<file path="src/hdl/scheduled_pwm_fader_assert.svh">
// Assertion macros for the scheduled PWM fader.
// Included by the top level; expects signals named clk and rst_n in scope.
`ifndef SCHEDULED_PWM_FADER_ASSERT_SVH
`define SCHEDULED_PWM_FADER_ASSERT_SVH

// The consequent must hold in the same cycle as the antecedent.
`define SPF_ASSERT_IMP(lbl, ante, cons) \
    lbl: assert property (@(posedge clk) disable iff (!rst_n) (ante) |-> (cons)) \
        else $error("same-cycle implication failed");

// The consequent must hold in the cycle after the antecedent.
`define SPF_ASSERT_NXT(lbl, ante, cons) \
    lbl: assert property (@(posedge clk) disable iff (!rst_n) (ante) |=> (cons)) \
        else $error("next-cycle implication failed");

`endif

</file>
<file path="src/hdl/spf_pkg.sv">
// Shared types and constants for the scheduled PWM fader.
// Used by spf_div, spf_seq and scheduled_pwm_fader; depends on nothing.
package spf_pkg;

    localparam int MAX_EVENTS = 4;
    localparam int EV_IDX_W   = 2;
    localparam int EV_CNT_W   = 3;
    localparam int EVENT_W    = 42;

    localparam logic [17:0] DAY_SECONDS = 18'd86400;
    localparam logic [9:0]  MS_PER_S    = 10'd1000;
    localparam logic [7:0]  LEVEL_MAX   = 8'd255;

    // Shared divider: 36-bit dividend, 28-bit divisor, one quotient bit a cycle.
    localparam int DIVIDEND_W = 36;
    localparam int DIVISOR_W  = 28;
    localparam int DIV_CNT_W  = 6;
    localparam logic [DIV_CNT_W-1:0] DIV_LAST = DIV_CNT_W'(DIVIDEND_W - 1);

    typedef enum logic [2:0] {
        REG_DAYS_MASK     = 3'd0,
        REG_EVENT_COUNT   = 3'd1,
        REG_HAS_DEPENDENT = 3'd2,
        REG_SUSPEND       = 3'd3,
        REG_EVENT_0       = 3'd4,
        REG_EVENT_1       = 3'd5,
        REG_EVENT_2       = 3'd6,
        REG_EVENT_3       = 3'd7
    } cfg_idx_t;

    typedef enum logic [2:0] {
        ST_IDLE,
        ST_EVAL,
        ST_DIV_INT,
        ST_CHECK,
        ST_MUL,
        ST_DIV_LVL,
        ST_DONE
    } state_t;

    typedef struct packed {
        logic [6:0]                           days_mask;
        logic [EV_CNT_W-1:0]                  event_count;
        logic                                 has_dependent;
        logic                                 suspend;
        logic [MAX_EVENTS-1:0][EVENT_W-1:0]   events;
    } cfg_t;

    typedef struct packed {
        logic        dependent_on;
        logic [31:0] millis_now;
        logic [16:0] time_of_day;
        logic [2:0]  weekday;
    } item_t;

    typedef struct packed {
        logic       valid;
        logic [7:0] pwm_level;
        logic       level_written;
        logic       output_active;
    } res_t;

    typedef struct packed {
        logic                  start;
        logic [DIVIDEND_W-1:0] dividend;
        logic [DIVISOR_W-1:0]  divisor;
    } div_req_t;

    typedef struct packed {
        logic                  busy;
        logic                  done;
        logic [DIVIDEND_W-1:0] quotient;
    } div_rsp_t;

endpackage

</file>
<file path="src/hdl/scheduled_pwm_fader.sv">
// Scheduled PWM fader: top level with stream ports, register file and result register.
// Depends on spf_pkg, spf_seq, spf_div and the assertion header.
//
// One request carries a tick and yields exactly one result. The block takes a
// request only while its sequencer is idle. An event that needs no division is
// handled in ST_EVAL alone. An event whose fade is checked for a step but takes
// none or has run past its span goes through the step-interval division
// (ST_DIV_INT) and ST_CHECK. An event that steps the level also goes through
// ST_MUL and the fade-fraction division (ST_DIV_LVL). Both divisions use the
// single shared divider. The result then waits in ST_DONE until the output
// register is free to take it. The finished result sits in an output register,
// so the next request is taken while it waits.
module scheduled_pwm_fader (
    input  logic        clk,
    input  logic        rst_n,
    input  logic        s_tvalid,
    output logic        s_tready,
    input  logic [55:0] s_tdata,   // weekday[2:0], time_of_day[19:3], millis_now[51:20],
                                   // dependent_on[52], zero fill [55:53]
    output logic        m_tvalid,
    input  logic        m_tready,
    output logic [15:0] m_tdata,   // pwm_level[7:0], level_written[8], output_active[9],
                                   // zero fill [15:10]
    input  logic        cfg_valid,
    output logic        cfg_ready,
    input  logic [2:0]  cfg_index,
    input  logic [41:0] cfg_data
);

    spf_pkg::cfg_t     cfg_reg, cfg_next;
    spf_pkg::item_t    item;
    spf_pkg::res_t     seq_res;
    spf_pkg::div_req_t div_req;
    spf_pkg::div_rsp_t div_rsp;
    logic              cfg_wr;
    logic              suspend_wr;
    logic              seq_ready;
    logic              out_free;
    logic              m_tvalid_reg, m_tvalid_next;
    logic [15:0]       m_tdata_reg, m_tdata_next;

    assign cfg_ready  = 1'b1;
    assign cfg_wr     = cfg_valid && cfg_ready;
    assign suspend_wr = cfg_wr && (cfg_index == spf_pkg::REG_SUSPEND);

    always_comb
    begin
        cfg_next = cfg_reg;
        if (cfg_wr)
        begin
            case (cfg_index)
                spf_pkg::REG_DAYS_MASK:     cfg_next.days_mask     = cfg_data[6:0];
                spf_pkg::REG_EVENT_COUNT:   cfg_next.event_count   = cfg_data[2:0];
                spf_pkg::REG_HAS_DEPENDENT: cfg_next.has_dependent = cfg_data[0];
                spf_pkg::REG_SUSPEND:       cfg_next.suspend       = cfg_data[0];
                spf_pkg::REG_EVENT_0:       cfg_next.events[0]     = cfg_data;
                spf_pkg::REG_EVENT_1:       cfg_next.events[1]     = cfg_data;
                spf_pkg::REG_EVENT_2:       cfg_next.events[2]     = cfg_data;
                spf_pkg::REG_EVENT_3:       cfg_next.events[3]     = cfg_data;
                default:                    cfg_next               = cfg_reg;
            endcase
        end
    end

    always_ff @(posedge clk or negedge rst_n)
    begin
        if (!rst_n)
        begin
            cfg_reg <= '0;
        end
        else
        begin
            cfg_reg <= cfg_next;
        end
    end

    assign item.weekday      = s_tdata[2:0];
    assign item.time_of_day  = s_tdata[19:3];
    assign item.millis_now   = s_tdata[51:20];
    assign item.dependent_on = s_tdata[52];

    assign s_tready = seq_ready;
    assign out_free = !m_tvalid_reg || m_tready;

    spf_seq u_seq (
        .clk        (clk),
        .rst_n      (rst_n),
        .cfg        (cfg_reg),
        .suspend_wr (suspend_wr),
        .start      (s_tvalid && seq_ready),
        .item       (item),
        .ready      (seq_ready),
        .out_free   (out_free),
        .res        (seq_res),
        .div_req    (div_req),
        .div_rsp    (div_rsp)
    );

    spf_div u_div (
        .clk   (clk),
        .rst_n (rst_n),
        .req   (div_req),
        .rsp   (div_rsp)
    );

    always_comb
    begin
        m_tvalid_next = m_tvalid_reg;
        m_tdata_next  = m_tdata_reg;
        if (m_tvalid_reg && m_tready)
        begin
            m_tvalid_next = 1'b0;
        end
        if (seq_res.valid)
        begin
            m_tvalid_next = 1'b1;
            m_tdata_next  = {6'd0, seq_res.output_active, seq_res.level_written,
                             seq_res.pwm_level};
        end
    end

    always_ff @(posedge clk or negedge rst_n)
    begin
        if (!rst_n)
        begin
            m_tvalid_reg <= 1'b0;
        end
        else
        begin
            m_tvalid_reg <= m_tvalid_next;
        end
    end

    always_ff @(posedge clk)
    begin
        m_tdata_reg <= m_tdata_next;
    end

    assign m_tvalid = m_tvalid_reg;
    assign m_tdata  = m_tdata_reg;

`include "scheduled_pwm_fader_assert.svh"

    `SPF_ASSERT_NXT(a_busy_after_request, s_tvalid && s_tready, !s_tready)
    `SPF_ASSERT_IMP(a_result_slot_free, seq_res.valid, !m_tvalid_reg || m_tready)
    `SPF_ASSERT_IMP(a_divider_idle_on_start, div_req.start, !div_rsp.busy)

endmodule

</file>
<file path="src/hdl/spf_div.sv">
// Shared restoring divider for the scheduled PWM fader, one quotient bit per cycle.
// Depends on spf_pkg for widths and the request and response structs.
module spf_div (
    input  logic              clk,
    input  logic              rst_n,
    input  spf_pkg::div_req_t req,
    output spf_pkg::div_rsp_t rsp
);

    logic                              busy_reg, busy_next;
    logic                              done_reg, done_next;
    logic [spf_pkg::DIV_CNT_W-1:0]     cnt_reg, cnt_next;
    logic [spf_pkg::DIVISOR_W-1:0]     rem_reg, rem_next;
    logic [spf_pkg::DIVIDEND_W-1:0]    quo_reg, quo_next;
    logic [spf_pkg::DIVISOR_W-1:0]     dvs_reg, dvs_next;
    logic [spf_pkg::DIVISOR_W:0]       shifted;
    logic                              fits;

    assign shifted = {rem_reg, quo_reg[spf_pkg::DIVIDEND_W-1]};
    assign fits    = shifted >= {1'b0, dvs_reg};

    always_comb
    begin
        busy_next = busy_reg;
        done_next = 1'b0;
        cnt_next  = cnt_reg;
        rem_next  = rem_reg;
        quo_next  = quo_reg;
        dvs_next  = dvs_reg;
        if (req.start)
        begin
            busy_next = 1'b1;
            cnt_next  = '0;
            rem_next  = '0;
            quo_next  = req.dividend;
            dvs_next  = req.divisor;
        end
        else if (busy_reg)
        begin
            // The partial remainder stays below the divisor, so it fits back in 28 bits.
            rem_next = fits ? spf_pkg::DIVISOR_W'(shifted - {1'b0, dvs_reg})
                            : shifted[spf_pkg::DIVISOR_W-1:0];
            quo_next = {quo_reg[spf_pkg::DIVIDEND_W-2:0], fits};
            cnt_next = cnt_reg + 1'b1;
            if (cnt_reg == spf_pkg::DIV_LAST)
            begin
                busy_next = 1'b0;
                done_next = 1'b1;
            end
        end
    end

    always_ff @(posedge clk or negedge rst_n)
    begin
        if (!rst_n)
        begin
            busy_reg <= 1'b0;
            done_reg <= 1'b0;
            cnt_reg  <= '0;
        end
        else
        begin
            busy_reg <= busy_next;
            done_reg <= done_next;
            cnt_reg  <= cnt_next;
        end
    end

    always_ff @(posedge clk)
    begin
        rem_reg <= rem_next;
        quo_reg <= quo_next;
        dvs_reg <= dvs_next;
    end

    assign rsp.busy     = busy_reg;
    assign rsp.done     = done_reg;
    assign rsp.quotient = quo_reg;

endmodule

</file>
<file path="src/hdl/spf_seq.sv">
// Event sequencer of the scheduled PWM fader: holds the fade state and walks the
// events one at a time, using spf_div for both divisions. Depends on spf_pkg.
module spf_seq (
    input  logic              clk,
    input  logic              rst_n,
    input  spf_pkg::cfg_t     cfg,
    input  logic              suspend_wr,
    input  logic              start,
    input  spf_pkg::item_t    item,
    output logic              ready,
    input  logic              out_free,
    output spf_pkg::res_t     res,
    output spf_pkg::div_req_t div_req,
    input  spf_pkg::div_rsp_t div_rsp
);

    spf_pkg::state_t               state_reg, state_next;
    logic [spf_pkg::EV_IDX_W-1:0]  idx_reg, idx_next;
    logic [16:0]                   now_reg, now_next;
    logic [31:0]                   ms_reg, ms_next;
    logic [7:0]                    level_reg, level_next;
    logic [7:0]                    fsl_reg, fsl_next;
    logic                          armed_reg, armed_next;
    logic [31:0]                   step_reg, step_next;
    logic [31:0]                   origin_reg, origin_next;
    logic                          active_reg, active_next;
    logic [7:0]                    pin_reg, pin_next;
    logic                          wrote_reg, wrote_next;
    logic [spf_pkg::DIVISOR_W-1:0] span_reg, span_next;
    logic [7:0]                    mag_reg, mag_next;
    logic                          neg_reg, neg_next;
    logic [spf_pkg::DIVISOR_W-1:0] intv_reg, intv_next;
    logic [spf_pkg::DIVISOR_W-1:0] e_reg, e_next;

    logic [spf_pkg::EV_CNT_W-1:0]  n_ev;
    logic [7:0]                    days_ext;
    logic [spf_pkg::EVENT_W-1:0]   ev;
    logic [16:0]                   ev_start;
    logic [16:0]                   ev_dur;
    logic [7:0]                    ev_tgt;
    logic [17:0]                   end_sum;
    logic [17:0]                   end_s;
    logic [17:0]                   win_len;
    logic [spf_pkg::DIVISOR_W-1:0] span_c;
    logic                          arm;
    logic                          armed_eff;
    logic                          in_win;
    logic                          at_end;
    logic                          tgt_below;
    logic [7:0]                    mag_c;
    logic [31:0]                   since_step;
    logic [31:0]                   elapsed;
    logic [7:0]                    q;
    logic                          last_ev;

    assign n_ev = (cfg.event_count > spf_pkg::EV_CNT_W'(spf_pkg::MAX_EVENTS))
                ? spf_pkg::EV_CNT_W'(spf_pkg::MAX_EVENTS) : cfg.event_count;
    assign days_ext = {1'b0, cfg.days_mask};
    assign last_ev  = ({1'b0, idx_reg} + 1'b1) == n_ev;

    // Event decode and window arithmetic for the event under evaluation.
    assign ev        = cfg.events[idx_reg];
    assign ev_start  = ev[16:0];
    assign ev_dur    = ev[33:17];
    assign ev_tgt    = ev[41:34];
    assign end_sum   = {1'b0, ev_start} + {1'b0, ev_dur};
    assign end_s     = (end_sum > spf_pkg::DAY_SECONDS) ? end_sum - spf_pkg::DAY_SECONDS
                                                         : end_sum;
    assign win_len   = end_s - {1'b0, ev_start};
    assign span_c    = {10'd0, win_len} * {18'd0, spf_pkg::MS_PER_S};
    assign arm       = (now_reg == ev_start) && !armed_reg;
    assign armed_eff = armed_reg || arm;
    assign in_win    = (now_reg >= ev_start) && ({1'b0, now_reg} < end_s);
    assign at_end    = {1'b0, now_reg} == end_s;
    assign tgt_below = ev_tgt < fsl_reg;
    assign mag_c     = tgt_below ? fsl_reg - ev_tgt : ev_tgt - fsl_reg;

    assign since_step = ms_reg - step_reg;
    assign elapsed    = ms_reg - origin_reg;
    assign q          = div_rsp.quotient[7:0];

    always_comb
    begin
        state_next  = state_reg;
        idx_next    = idx_reg;
        now_next    = now_reg;
        ms_next     = ms_reg;
        level_next  = level_reg;
        fsl_next    = fsl_reg;
        armed_next  = armed_reg;
        step_next   = step_reg;
        origin_next = origin_reg;
        active_next = active_reg;
        pin_next    = pin_reg;
        wrote_next  = wrote_reg;
        span_next   = span_reg;
        mag_next    = mag_reg;
        neg_next    = neg_reg;
        intv_next   = intv_reg;
        e_next      = e_reg;
        div_req     = '0;
        res         = '0;
        ready       = 1'b0;

        if (suspend_wr)
        begin
            pin_next = level_reg;
        end

        case (state_reg)
            spf_pkg::ST_IDLE:
            begin
                ready = 1'b1;
                if (start)
                begin
                    now_next   = item.time_of_day;
                    ms_next    = item.millis_now;
                    wrote_next = 1'b0;
                    idx_next   = '0;
                    state_next = spf_pkg::ST_DONE;
                    if (!cfg.suspend)
                    begin
                        if (n_ev == '0 && cfg.has_dependent)
                        begin
                            pin_next    = item.dependent_on ? spf_pkg::LEVEL_MAX : 8'd0;
                            active_next = item.dependent_on;
                            wrote_next  = 1'b1;
                        end
                        else if (n_ev != '0 && !cfg.has_dependent
                                 && days_ext[item.weekday])
                        begin
                            state_next = spf_pkg::ST_EVAL;
                        end
                    end
                end
            end

            spf_pkg::ST_EVAL:
            begin
                active_next = level_reg != 8'd0;
                if (arm)
                begin
                    armed_next  = 1'b1;
                    step_next   = ms_reg;
                    origin_next = ms_reg;
                end
                state_next = last_ev ? spf_pkg::ST_DONE : spf_pkg::ST_EVAL;
                idx_next   = last_ev ? idx_reg : idx_reg + 1'b1;
                if (in_win && armed_eff)
                begin
                    if (mag_c != 8'd0)
                    begin
                        span_next        = span_c;
                        mag_next         = mag_c;
                        neg_next         = tgt_below;
                        div_req.start    = 1'b1;
                        div_req.dividend = {8'd0, span_c};
                        div_req.divisor  = {20'd0, mag_c};
                        idx_next         = idx_reg;
                        state_next       = spf_pkg::ST_DIV_INT;
                    end
                end
                else if (at_end && armed_eff)
                begin
                    level_next = ev_tgt;
                    fsl_next   = ev_tgt;
                    pin_next   = ev_tgt;
                    wrote_next = 1'b1;
                    armed_next = 1'b0;
                end
            end

            spf_pkg::ST_DIV_INT:
            begin
                if (div_rsp.done)
                begin
                    intv_next  = div_rsp.quotient[spf_pkg::DIVISOR_W-1:0];
                    state_next = spf_pkg::ST_CHECK;
                end
            end

            spf_pkg::ST_CHECK:
            begin
                state_next = last_ev ? spf_pkg::ST_DONE : spf_pkg::ST_EVAL;
                idx_next   = last_ev ? idx_reg : idx_reg + 1'b1;
                if (since_step >= {4'd0, intv_reg})
                begin
                    e_next = elapsed[spf_pkg::DIVISOR_W-1:0];
                    if (elapsed <= {4'd0, span_reg})
                    begin
                        idx_next   = idx_reg;
                        state_next = spf_pkg::ST_MUL;
                    end
                    else
                    begin
                        // Past the end of the span: re-drive the level unchanged.
                        pin_next   = level_reg;
                        wrote_next = 1'b1;
                        step_next  = step_reg + {4'd0, intv_reg};
                    end
                end
            end

            spf_pkg::ST_MUL:
            begin
                div_req.start    = 1'b1;
                div_req.dividend = mag_reg * e_reg;
                div_req.divisor  = span_reg;
                state_next       = spf_pkg::ST_DIV_LVL;
            end

            spf_pkg::ST_DIV_LVL:
            begin
                if (div_rsp.done)
                begin
                    // The quotient never exceeds the level difference, so the
                    // sum stays within the level range.
                    level_next = neg_reg ? fsl_reg - q : fsl_reg + q;
                    pin_next   = neg_reg ? fsl_reg - q : fsl_reg + q;
                    wrote_next = 1'b1;
                    step_next  = step_reg + {4'd0, intv_reg};
                    state_next = last_ev ? spf_pkg::ST_DONE : spf_pkg::ST_EVAL;
                    idx_next   = last_ev ? idx_reg : idx_reg + 1'b1;
                end
            end

            spf_pkg::ST_DONE:
            begin
                if (out_free)
                begin
                    res.valid         = 1'b1;
                    res.pwm_level     = pin_reg;
                    res.level_written = wrote_reg;
                    res.output_active = active_reg;
                    state_next        = spf_pkg::ST_IDLE;
                end
            end

            default:
            begin
                state_next = spf_pkg::ST_IDLE;
            end
        endcase
    end

    always_ff @(posedge clk or negedge rst_n)
    begin
        if (!rst_n)
        begin
            state_reg  <= spf_pkg::ST_IDLE;
            idx_reg    <= '0;
            level_reg  <= '0;
            fsl_reg    <= '0;
            armed_reg  <= 1'b0;
            step_reg   <= '0;
            origin_reg <= '0;
            active_reg <= 1'b0;
            pin_reg    <= '0;
            wrote_reg  <= 1'b0;
        end
        else
        begin
            state_reg  <= state_next;
            idx_reg    <= idx_next;
            level_reg  <= level_next;
            fsl_reg    <= fsl_next;
            armed_reg  <= armed_next;
            step_reg   <= step_next;
            origin_reg <= origin_next;
            active_reg <= active_next;
            pin_reg    <= pin_next;
            wrote_reg  <= wrote_next;
        end
    end

    always_ff @(posedge clk)
    begin
        now_reg  <= now_next;
        ms_reg   <= ms_next;
        span_reg <= span_next;
        mag_reg  <= mag_next;
        neg_reg  <= neg_next;
        intv_reg <= intv_next;
        e_reg    <= e_next;
    end

endmodule
</file>
<file path="config.mk">
export PLATFORM = sky130hd
export DESIGN_NAME = scheduled_pwm_fader
export DESIGN_NICKNAME = d
export VERILOG_FILES = /design/src/hdl/spf_pkg.sv /design/src/hdl/scheduled_pwm_fader.sv /design/src/hdl/spf_div.sv /design/src/hdl/spf_seq.sv
export VERILOG_INCLUDE_DIRS = /design/src /design/src/hdl
export SDC_FILE = /design/constraint.sdc
export NUM_CORES = 2
export LEC_CHECK = 0
export BUFFER_PORTS_ARGS = -buffer_cell sky130_fd_sc_hd__buf_4
export CELL_PAD_IN_SITES_DETAIL_PLACEMENT = 1
export CELL_PAD_IN_SITES_GLOBAL_PLACEMENT = 1
export CORE_MARGIN = 4
export CORE_UTILIZATION = 55
export CTS_CLUSTER_DIAMETER = 150
export DETAILED_ROUTE_END_ITERATION = 8
export PLACE_DENSITY = 0.94
export SETUP_SLACK_MARGIN = 0.15
export SLEW_MARGIN = 10
export SYNTH_ARGS = -nofsm -noshare
export SYNTH_HDL_FRONTEND = slang
export SYNTH_SLANG_ARGS = --single-unit
</file>
<file path="constraint.sdc">
create_clock -name clk -period 22.3 [get_ports clk]
set_input_delay 1.115 -clock clk [delete_from_list [all_inputs] [get_ports clk]]
set_output_delay 1.115 -clock clk [all_outputs]
set_load 0.1 [all_outputs]
</file>
==> results.md <==
- Largest net degree at the start of global routing: 129
- IO Port Bufs: 114
- Ys Warns: 0
- FF-to-FF path depth: 40
- Synthesis-to-finish area growth: 9.20%
- Post-synthesis register bit count: 526
- Max reg flops: 180
- Setup TNS: 0 ns
- Min Tclk post-route: 12.90 ns
- Worst R2R Start: u_seq.idx_reg[0]$_DFFE_PN0P_
- CTS tree: done
- DR pass1 iterations: 8
- Clock Root Buffer: clkbuf_16
- Num CTS Buffers: 58
- Core outline area: 76200 µm²
- Post-DP HPWL: 107000 µm
- Nature of the critical path startpoint: register
- R2R Path End: u_div.quo_reg[27]$_DFFE_PP_
- DRT met1 WL: 54700 µm
- Wire length per cell: 30.2 µm
- Hold worst-path end: u_div.rem_reg[27]$_SDFFE_PP0P_
- Unrepaired setup endpoints after global routing: no
- Die ar.: 81800 µm²
- Die W: 286 µm
- Most area-hungry cell type in the Yosys netlist: dfrtp_1
- Antenna violation net count after detailed routing: 0
- Worst slew margin: 12.8%
- Met3 wire len: 12500 µm
- Clock transition at the registers of the reported paths: 0.07 ns
- Top post-synthesis cells by area: dfrtp_1 (17%), edfxtp_1 (15%), ha_1 (11%), fa_1 (10%), mux2_2 (5.8%)
- Vias in the first global route: 41456
- Setup crit end kind: register
- Highest metal used: met4
- Slew @ Worst Pin: 1.31 ns
- Area of the multi-input gates: 25900 µm²
- Synth Flop Type: dfrtp_1
- Reg2reg setup slack: 9.40 ns
- Final period utilization: 57.8%
- Initial core utilization: 55.8%
- Vias: 36996
- Via density: 6.85
- Clk_skew: 0.0820 ns
- Hold Crit Class: register to register
- Synthesized cell area: 42500 µm²
- Setup-failing EPs final: 0
- Worst hold stages: 2
- Critical path's slowest cell: xnor2_1
- Post-synth top cells: inv_1 (513), ha_1 (373), nand2_1 (323)
- Status: completed
- CP peak stage delay: 0.76 ns
- Total gr overflow: 0
- Max FO, Critical Path: 34
- Register area: 14100 µm²
- Top-count cell post-synth: inv_1
- CTS resizes: 0
- EDFF count, synth: 213
- Critical Path RT: 22.81 ns
- RePlAce Congestion: 0.928
- Worst Path Arrival: 13.40 ns
- Number of antenna violations at the first check in global routing: 6
- Async SR Flop Fraction: 54.2%
- Postcts setup bufs: 0
- CTS HTree Levels: 2
- Synthesized area per cell: 10.0 µm²
- DRC: 0
- Worst-Skew Late Latency: 0.72 ns
- Max-slew violation count: 0
- I/O pin count: 125
- Number of placement rows: 101
- Die H: 286 µm
- Share of layout cells above drive strength 1: 12.8%
- Yosys cell types: 110
- Nets: 5015
- CTS sink cnt: 526
- Sequential fraction of the synthesis area: 33.2%
- Worst Setup SP: u_seq.idx_reg[0]$_DFFE_PN0P_
- Endpoints failing hold: 0
- Tot GR Track Use: 39.2%
- Hold path start: u_div.rem_reg[27]$_SDFFE_PP0P_
- DRT iter0 DRCs: 3728
- Layout filler cell count: 8167
- Area share of the leading cell type in the synthesized netlist: 16.8%
- Fmax: 77.5 MHz
- Deepest clock path buffer count: 3
- Routed WL: 163000 µm
- Cell count after synthesis: 4246
- WS Path Type: register to register
- Met2 wire len: 79500 µm
- First-pass GRT wire length: 248000 µm
- Max-cap check violation count: 0
- Count of hold-fix buffers inserted at cts: 0
==> routing by layer <==
metal	global-route usage (%)	up-vias
li1	-	15019
met1	42.0	18420
met2	67.2	2493
met3	7.91	1064
met4	31.6	0
met5	0	-
==> cells in the final DEF, fill, tap and decap left out, types with 163 or more instances in the layout <==
master    netlist  routed
inv_1         513     513
ha_1          373     373
nand2_1       323     323
dfrtp_1       285     283
a21oi_1       277     277
nor2_1        263     261
fa_1          222     222
mux2_2        219     219
edfxtp_1      213     213
o21ai_0       163     163
==> through the flow <==
stage | std cells | cell area (µm²) | setup WS (ns) | hold slack [ns] | utilization, %
final | 5397 | 46400 | 9.40 | 0.490 | 60.9
after global routing | 5395 | 46400 | 8.80 | 0.520 | 60.9
after CTS | 5393 | 46400 | 9.50 | 0.493 | 60.9
after detailed placement | 5284 | 44300 | 9.96 | 0.482 | 58.1
after global placement | 5284 | 44300 | 10.55 | 0.462 | 58.1
after floorplan | 4251 | 42500 | 11.17 | 0.417 | -
==> kinds of logic (layout without fill, tap and decap cells) <==
group,count (synthesis),in the layout,synth area share [%]
AND/OR/NAND/NOR,1057,1057,12.1
adder cells (fa/ha/maj),597,597,21.5
buffers and inverters,650,762,5.90
flip-flops,526,526,33.2
other,2,11,0.0177
XOR/XNOR,222,222,4.58
AO/OA/AOI/OAI,898,898,13.9
multiplexers,294,294,8.91
==> cell type report <==
type,instances,share of cell area (%)
Timing Repair Buffer,136,2.22
Multi-Input combinational cell,3075,55.9
Clock buffer,88,3.80
Inverter,517,4.18
Sequential cell,526,30.4
Tap cell,1030,2.78
Antenna cell,4,0.0216
Clock inverter,21,0.731
==> worst max path at each step <==
stage	to	slack, ns	cells after the start
after CTS	u_div.quo_reg[27]$_DFFE_PP_	9.50	40
after floorplan	u_div.quo_reg[26]$_DFFE_PP_	11.17	38
final	u_div.quo_reg[27]$_DFFE_PP_	9.40	40
after detailed placement	u_div.quo_reg[27]$_DFFE_PP_	9.96	40
after global routing	u_div.quo_reg[27]$_DFFE_PP_	8.80	39
after global placement	u_div.quo_reg[26]$_DFFE_PP_	10.55	36
==> critical path: cells and delay by family, from the launching register on <==
kind | cells | cell delay (ns)
and+or+nand+nor | 10 | 2.43
xor gates and xnor gates | 4 | 1.76
DFF | 1 | 0.68
AOI/OAI and AO/OA | 12 | 2.41
muxes | 2 | 1.08
adders and majority gates | 7 | 3.27
buffers and inverters | 5 | 0.99
Power is left out: the tool's default activity adds up to more than one toggle a clock period on the data nets, which glitch-free logic cannot reach.
